$ cat config.mk
export PLATFORM = sky130hd
export DESIGN_NAME = csv_field_tokenizer
export DESIGN_NICKNAME = d
export VERILOG_FILES = /design/src/sv/csvft_pkg.sv /design/src/sv/csv_field_tokenizer.sv
export SDC_FILE = /design/constraint.sdc
export NUM_CORES = 1
export LEC_CHECK = 0
export ABC_AREA = 1
export BUFFER_PORTS_ARGS = -buffer_cell sky130_fd_sc_hd__buf_2
export CAP_MARGIN = 0
export CORE_MARGIN = 2
export CORE_UTILIZATION = 55
export CTS_BUF_LIST = sky130_fd_sc_hd__clkbuf_8 sky130_fd_sc_hd__clkbuf_16
export DETAILED_ROUTE_END_ITERATION = 16
export GPL_ROUTABILITY_DRIVEN = 0
export PLACE_DENSITY = 0.78
export SETUP_SLACK_MARGIN = 0.1
export SYNTH_ARGS = -nofsm -noshare
export SYNTH_HDL_FRONTEND = slang
export SYNTH_SLANG_ARGS = --single-unit
$ cat constraint.sdc
create_clock -name aclk -period 3 [get_ports aclk]
set_input_delay 0.6 -clock aclk [delete_from_list [all_inputs] [get_ports aclk]]
set_output_delay 0.6 -clock aclk [all_outputs]
set_load 0.01 [all_outputs]
$ cat src/sv/csvft_pkg.sv
// Shared types and byte codes for the CSV field tokenizer.
package csvft_pkg;

    localparam logic [7:0] BYTE_COMMA = 8'd44;
    localparam logic [7:0] BYTE_QUOTE = 8'd34;
    localparam logic [7:0] BYTE_LF    = 8'd10;
    localparam logic [7:0] BYTE_CR    = 8'd13;
    localparam logic [7:0] BYTE_SPACE = 8'd32;

    localparam int CFG_IDX_W = 1;
    localparam logic [CFG_IDX_W-1:0] REG_EXPECTED_COLUMNS = 1'd0;
    localparam logic [CFG_IDX_W-1:0] REG_MAX_FIELD_LENGTH = 1'd1;

    localparam int CFG_DATA_W   = 13;
    localparam int COL_IDX_W    = 7;
    localparam int LEN_CFG_W    = 13;

    localparam logic [COL_IDX_W-1:0] EXPECTED_COLUMNS_RESET = 7'd1;
    localparam logic [LEN_CFG_W-1:0] MAX_FIELD_LENGTH_RESET = 13'd256;

    typedef enum logic [1:0] {
        MODE_START      = 2'd0,
        MODE_PLAIN      = 2'd1,
        MODE_QUOTED     = 2'd2,
        MODE_QUOTE_SEEN = 2'd3
    } parse_mode_t;

endpackage

$ cat src/sv/csv_field_tokenizer.sv
// Byte-serial CSV splitter that emits field bytes with field and row markers.
//
// The slave channel takes one word per cycle while s_tready is high: s_tdata
// is one raw byte of CSV text and s_tlast marks the end of the data, which
// closes any open field and row while the byte itself is ignored. Each
// accepted word produces zero or one result word on the master channel. A
// result carries a content byte or a field end (or both, when a field is
// cut at the length limit), and m_tlast marks the end of a row.
// The parse state updates in the cycle a word is accepted and the result is
// held in an output register, so throughput is one word per cycle while the
// receiver keeps up. The input stays ready while the output register is
// empty or is being taken in the same cycle; when the receiver stalls with
// a result waiting, s_tready drops until m_tready returns.
// The configuration channel writes expected_columns (index 0) or
// max_field_length (index 1); it is always ready and should be used only
// while no word is in flight. Reset returns the parser to the start of a
// field in a new row, restores the register defaults and empties the output.
module csv_field_tokenizer
    import csvft_pkg::*;
#(
    parameter int MAX_COLUMNS     = 64,
    parameter int MAX_FIELD_BYTES = 4096
) (
    input  logic                  aclk,
    input  logic                  aresetn,
    input  logic                  s_tvalid,
    output logic                  s_tready,
    input  logic [7:0]            s_tdata,   // [7:0] input_byte
    input  logic                  s_tlast,   // end_of_data
    output logic                  m_tvalid,
    input  logic                  m_tready,
    // [7:0] out_char, [8] field_end, [15:9] column_index,
    // [16] field_overflow, [17] row_valid, [23:18] zero
    output logic [23:0]           m_tdata,
    output logic                  m_tuser,   // char_valid
    output logic                  m_tlast,   // row_end
    input  logic                  cfg_valid,
    output logic                  cfg_ready,
    input  logic [CFG_IDX_W-1:0]  cfg_index,
    input  logic [CFG_DATA_W-1:0] cfg_data
);

    localparam int CCW  = $clog2(MAX_COLUMNS + 1);
    localparam int CMPW = ((CCW > COL_IDX_W) ? CCW : COL_IDX_W) + 1;
    localparam int FLW  = $clog2(MAX_FIELD_BYTES + 1);
    localparam int LCW  = ((FLW > LEN_CFG_W) ? FLW : LEN_CFG_W) + 1;
    localparam logic [CMPW-1:0] MAX_COL_C   = CMPW'(MAX_COLUMNS);
    localparam logic [LCW-1:0]  MAX_BYTES_C = LCW'(MAX_FIELD_BYTES);

    logic [COL_IDX_W-1:0] expected_columns_reg;
    logic [LEN_CFG_W-1:0] max_field_length_reg;
    parse_mode_t          mode_reg, mode_next;
    logic [FLW-1:0]       field_length_reg, field_length_next;
    logic [CCW-1:0]       column_count_reg, column_count_next;

    logic                 out_valid_reg;
    logic [7:0]           out_char_reg, out_char_next;
    logic                 char_valid_reg, char_valid_next;
    logic                 field_end_reg, field_end_next;
    logic                 row_end_reg, row_end_next;
    logic [COL_IDX_W-1:0] column_index_reg;
    logic                 overflow_reg, overflow_next;
    logic                 row_valid_reg, row_valid_next;

    logic                 accept;
    logic                 emit;
    logic                 is_newline;
    logic                 content;
    logic [LCW-1:0]       limit;
    logic [LCW-1:0]       length_inc;
    logic [CMPW-1:0]      col_ext;
    logic                 end_f;
    logic                 end_row;

    assign cfg_ready = 1'b1;
    assign s_tready  = !out_valid_reg || m_tready;
    assign accept    = s_tvalid && s_tready;

    assign is_newline = (s_tdata == BYTE_LF) || (s_tdata == BYTE_CR);
    assign col_ext    = CMPW'(column_count_reg);
    assign length_inc = LCW'(field_length_reg) + LCW'(1);
    assign limit      = (LCW'(max_field_length_reg) > MAX_BYTES_C) ?
                        MAX_BYTES_C : LCW'(max_field_length_reg);

    always_comb begin
        mode_next         = mode_reg;
        field_length_next = field_length_reg;
        column_count_next = column_count_reg;
        emit              = 1'b0;
        content           = 1'b0;
        end_f             = 1'b0;
        end_row           = 1'b0;
        out_char_next     = '0;
        char_valid_next   = 1'b0;
        field_end_next    = 1'b0;
        row_end_next      = 1'b0;
        overflow_next     = 1'b0;
        row_valid_next    = 1'b0;

        if (s_tlast) begin
            if (!(mode_reg == MODE_START && column_count_reg == '0)) begin
                emit    = 1'b1;
                end_f   = 1'b1;
                end_row = 1'b1;
            end
        end else begin
            unique case (mode_reg)
                MODE_START: begin
                    if (s_tdata == BYTE_QUOTE) begin
                        mode_next = MODE_QUOTED;
                    end else if (s_tdata == BYTE_COMMA || is_newline) begin
                        emit    = 1'b1;
                        end_f   = 1'b1;
                        end_row = is_newline;
                    end else if (s_tdata != BYTE_SPACE) begin
                        mode_next = MODE_PLAIN;
                        content   = 1'b1;
                    end
                end
                MODE_PLAIN: begin
                    if (s_tdata == BYTE_COMMA || is_newline) begin
                        emit    = 1'b1;
                        end_f   = 1'b1;
                        end_row = is_newline;
                    end else begin
                        content = 1'b1;
                    end
                end
                MODE_QUOTED: begin
                    if (s_tdata == BYTE_QUOTE) begin
                        mode_next = MODE_QUOTE_SEEN;
                    end else begin
                        content = 1'b1;
                    end
                end
                MODE_QUOTE_SEEN: begin
                    if (s_tdata == BYTE_QUOTE) begin
                        mode_next = MODE_QUOTED;
                        content   = 1'b1;
                    end else begin
                        emit    = 1'b1;
                        end_f   = 1'b1;
                        end_row = is_newline;
                    end
                end
                default: begin
                    mode_next = MODE_START;
                end
            endcase
        end

        if (content) begin
            emit              = 1'b1;
            out_char_next     = s_tdata;
            char_valid_next   = 1'b1;
            field_length_next = FLW'(length_inc);
            if (length_inc >= limit) begin
                overflow_next = 1'b1;
                end_f         = 1'b1;
            end
        end

        if (end_f) begin
            field_end_next    = 1'b1;
            mode_next         = MODE_START;
            field_length_next = '0;
            if (end_row) begin
                row_end_next      = 1'b1;
                row_valid_next    = (col_ext < MAX_COL_C) &&
                                    (col_ext + CMPW'(1) == CMPW'(expected_columns_reg));
                column_count_next = '0;
            end else if (col_ext < MAX_COL_C) begin
                column_count_next = CCW'(col_ext + CMPW'(1));
            end
        end
    end

    always_ff @(posedge aclk) begin
        if (!aresetn) begin
            expected_columns_reg <= EXPECTED_COLUMNS_RESET;
            max_field_length_reg <= MAX_FIELD_LENGTH_RESET;
            mode_reg             <= MODE_START;
            field_length_reg     <= '0;
            column_count_reg     <= '0;
            out_valid_reg        <= 1'b0;
        end else begin
            if (cfg_valid && cfg_ready) begin
                unique case (cfg_index)
                    REG_EXPECTED_COLUMNS: expected_columns_reg <= cfg_data[COL_IDX_W-1:0];
                    REG_MAX_FIELD_LENGTH: max_field_length_reg <= cfg_data[LEN_CFG_W-1:0];
                    default: ;
                endcase
            end
            if (accept) begin
                mode_reg         <= mode_next;
                field_length_reg <= field_length_next;
                column_count_reg <= column_count_next;
            end
            if (accept && emit) begin
                out_valid_reg <= 1'b1;
            end else if (m_tready) begin
                out_valid_reg <= 1'b0;
            end
        end
    end

    always_ff @(posedge aclk) begin
        if (accept && emit) begin
            out_char_reg     <= out_char_next;
            char_valid_reg   <= char_valid_next;
            field_end_reg    <= field_end_next;
            row_end_reg      <= row_end_next;
            column_index_reg <= col_ext[COL_IDX_W-1:0];
            overflow_reg     <= overflow_next;
            row_valid_reg    <= row_valid_next;
        end
    end

    assign m_tvalid = out_valid_reg;
    assign m_tdata  = {6'd0, row_valid_reg, overflow_reg, column_index_reg,
                       field_end_reg, out_char_reg};
    assign m_tuser  = char_valid_reg;
    assign m_tlast  = row_end_reg;

endmodule

==> results.cfg <==
[grt]
antenna_found_initial = 0
grt_use_total = 0.218
overflow = 0
grt_start_max_net_pins = 29
grt_pass1_wl_microns = 12700
first_global_vias = 2963

[floorplanning]
die_h_microns = 84.4
initial_core_util = 0.563
io_pins = 57
fp.dieW_microns = 84.4
die_area_sq_um = 7130
coreArea_sq_um = 6310
rows = 29

[synthesis]
synth_cell_types = 34
synthCells = 481
yosys-top-cells-area = dfxtp_1 (24%), edfxtp_1 (17%), nor2_1 (11%)
synth_common_cells = nor2_1 (100), nand2_1 (91), inv_1 (56)
avgSynthCellArea_sq_um = 7.40
synth_seq_cells = 63
synth_edf_count = 20
synth_ff_type = dfxtp_1
async_flop_share = 0
syn_area_sq_um = 3560
synth_top_area_share = 0.242
ys_warn_count = 0
synth.most_common_cell = nor2_1
yosysTopAreaCell = dfxtp_1
yosysSeqAreaShare = 0.411

[cells_and_area]
final_cells = 622
drive_above_1_share = 0.279
n_antenna_cell = 0
fin_nets = 584
areaGrowthSynthToFinish_pct = 21.8

[min_path]
holdCritStartpoint = cfg_data[8]
min-delay-path-class = input pin to register

[timing]
max_freq_mhz = 347
rsz0062_at_grt = yes
layout_min_cycle_time_ns = 2.88
hold_violations = 0
setup_violations = 0
layout_setup_ws_ns = 0.120
slew_violations = 0
slew_headroom = 0.552
clock_skew_ns = 0.00717
tightestPinTransition_ns = 0.672
post-route-period-util = 0.960

[critical_path]
slowest_delay_ns = 0.44
cp-end-kind = register
cp_data_arrival_time_ns = 3.15
r2r_slack_ns = 0.12
startpoint = field_length_reg[7]
worstReg2RegStart = field_length_reg[7]
path_cells = nand2_1, nor3_2, nand2_1, xnor2_1, ha_4, nand2_2, inv_2, o21bai_1, nand3_1, a21oi_2, nand2_2, nand2_4, nand2_8, buf_12, nor2_4, nand2_1, a21oi_1
crit_path_top_delay_cell = dfxtp_1
path_max_fanout = 8
path_class = register to register
cp-start-kind = register
crit_path_frequent_cell = nand2_1
worstPathRequired_ns = 3.27

[clocking]
cts_buffers = 9
htreeDepth = 3
clk_latency_ns = 0.35
cts.sinks = 63
clockBufferDepth = 2
clk_pin_slew_ns = 0.07
cts_tree = done
clock_tree.root_cell = clkbuf_8

[pwr]
p_leak_nw = 1.92
ir_worst_vdd_mv = 0.335
p_per_area_nw_per_um2 = 515

[detailed_routing]
ant_nets = 0
via_per_inst = 5.28
wl_per_cell_microns = 13.2
vias = 3284
drtIter0Drc = 212
dr.pass1.iters = 5
routed_wirelength_microns = 8190
remaining_drc_errors = 0

[job]
drv_cap = 0

[placed_design]
dpl.hpwl_microns = 5370
numPortBuffers = 49
dp_cells = 594
pre_cts_ws_ns = -0.0672

[status]
outcome = complete, no violations
[area by class of cell]
class	instances	area (sq um)
Clock buffer	9	124
Multi-Input combinational cell	344	2000
Clock inverter	7	50.0
Timing Repair inverter	1	5.00
Fill cell	522	1980
Sequential cell	63	1470
Timing Repair Buffer	62	368
Inverter	59	221
Tap cell	77	96.3
[critical path, delay by kind of cell (launching register included)]
kind | cells | cell delay [ns]
compound gates | 3 | 0.47
xor+xnor | 1 | 0.30
fa+ha+maj | 1 | 0.26
buf+inv | 2 | 0.20
flops | 1 | 0.44
simple gates | 10 | 1.11
[metrics by stage]
step	setup TNS [ns]	total power [mW]	hold WS (ns)	area [sq um]	util
3_5_place_dp	-0.359	1.49	0.468	3800	0.603
5_1_grt	-0.135	2.34	0.463	4330	0.686
6_report	0	2.23	0.449	4330	0.686
2_1_floorplan	0	1.38	0.403	3580	-
3_3_place_gp	0	1.47	0.459	3800	0.603
4_1_cts	0	2.14	0.449	4010	0.636
[cells in the final DEF, fill, tap and decap left out, types with 7 or more instances in the layout]
cell	n
buf_2	49
nand3_1	15
o21ai_0	27
nand2_2	14
buf_4	11
a21oi_1	15
conb_1	7
edfxtp_1	20
nor2_1	93
nand2_1	86
dfxtp_1	38
inv_2	7
a21oi_2	13
ha_1	11
clkbuf_8	9
inv_1	52
[cell families after synthesis]
logic type | count (synthesis) | share of synthesized area
and+or+nand+nor | 245 | 0.295
DFF | 63 | 0.411
other | 2 | 0.00211
xor gates and xnor gates | 14 | 0.0345
buffers and inverters | 80 | 0.104
AOI/OAI and AO/OA | 61 | 0.0978
adders and majority gates | 16 | 0.0563
[final timing paths]
check / end / cells after the start
worst max-delay path: field_length_reg[2] / 17
worst min-delay path: max_field_length_reg[8] / 3
worst max register to register: field_length_reg[2] / 17
worst min register to register: expected_columns_reg[0] / 2
[power by group]
part	total (mW)	switching, mW	internal (mW)
Sequential	1.02	0.0561	0.968
Combinational	0.558	0.348	0.210
Clock	0.649	0.351	0.298
[routing by layer]
layer | vias to the layer above | routed length (microns) | track usage
met5 | - | 0 | 0
met4 | 0 | 197 | 0.0794
met3 | 21 | 481 | 0.0501
met2 | 110 | 4020 | 0.376
met1 | 1520 | 3490 | 0.268
li1 | 1633 | - | -
[repair_timing]
item,CTS,global route
setup buffers,2,8
pin swaps,1,19
hold buffers,0,0
gates cloned,0,2
setup endpoints to repair,21,24
gates resized for setup,5,54
Note: power is estimated with default switching activity, not from simulation.
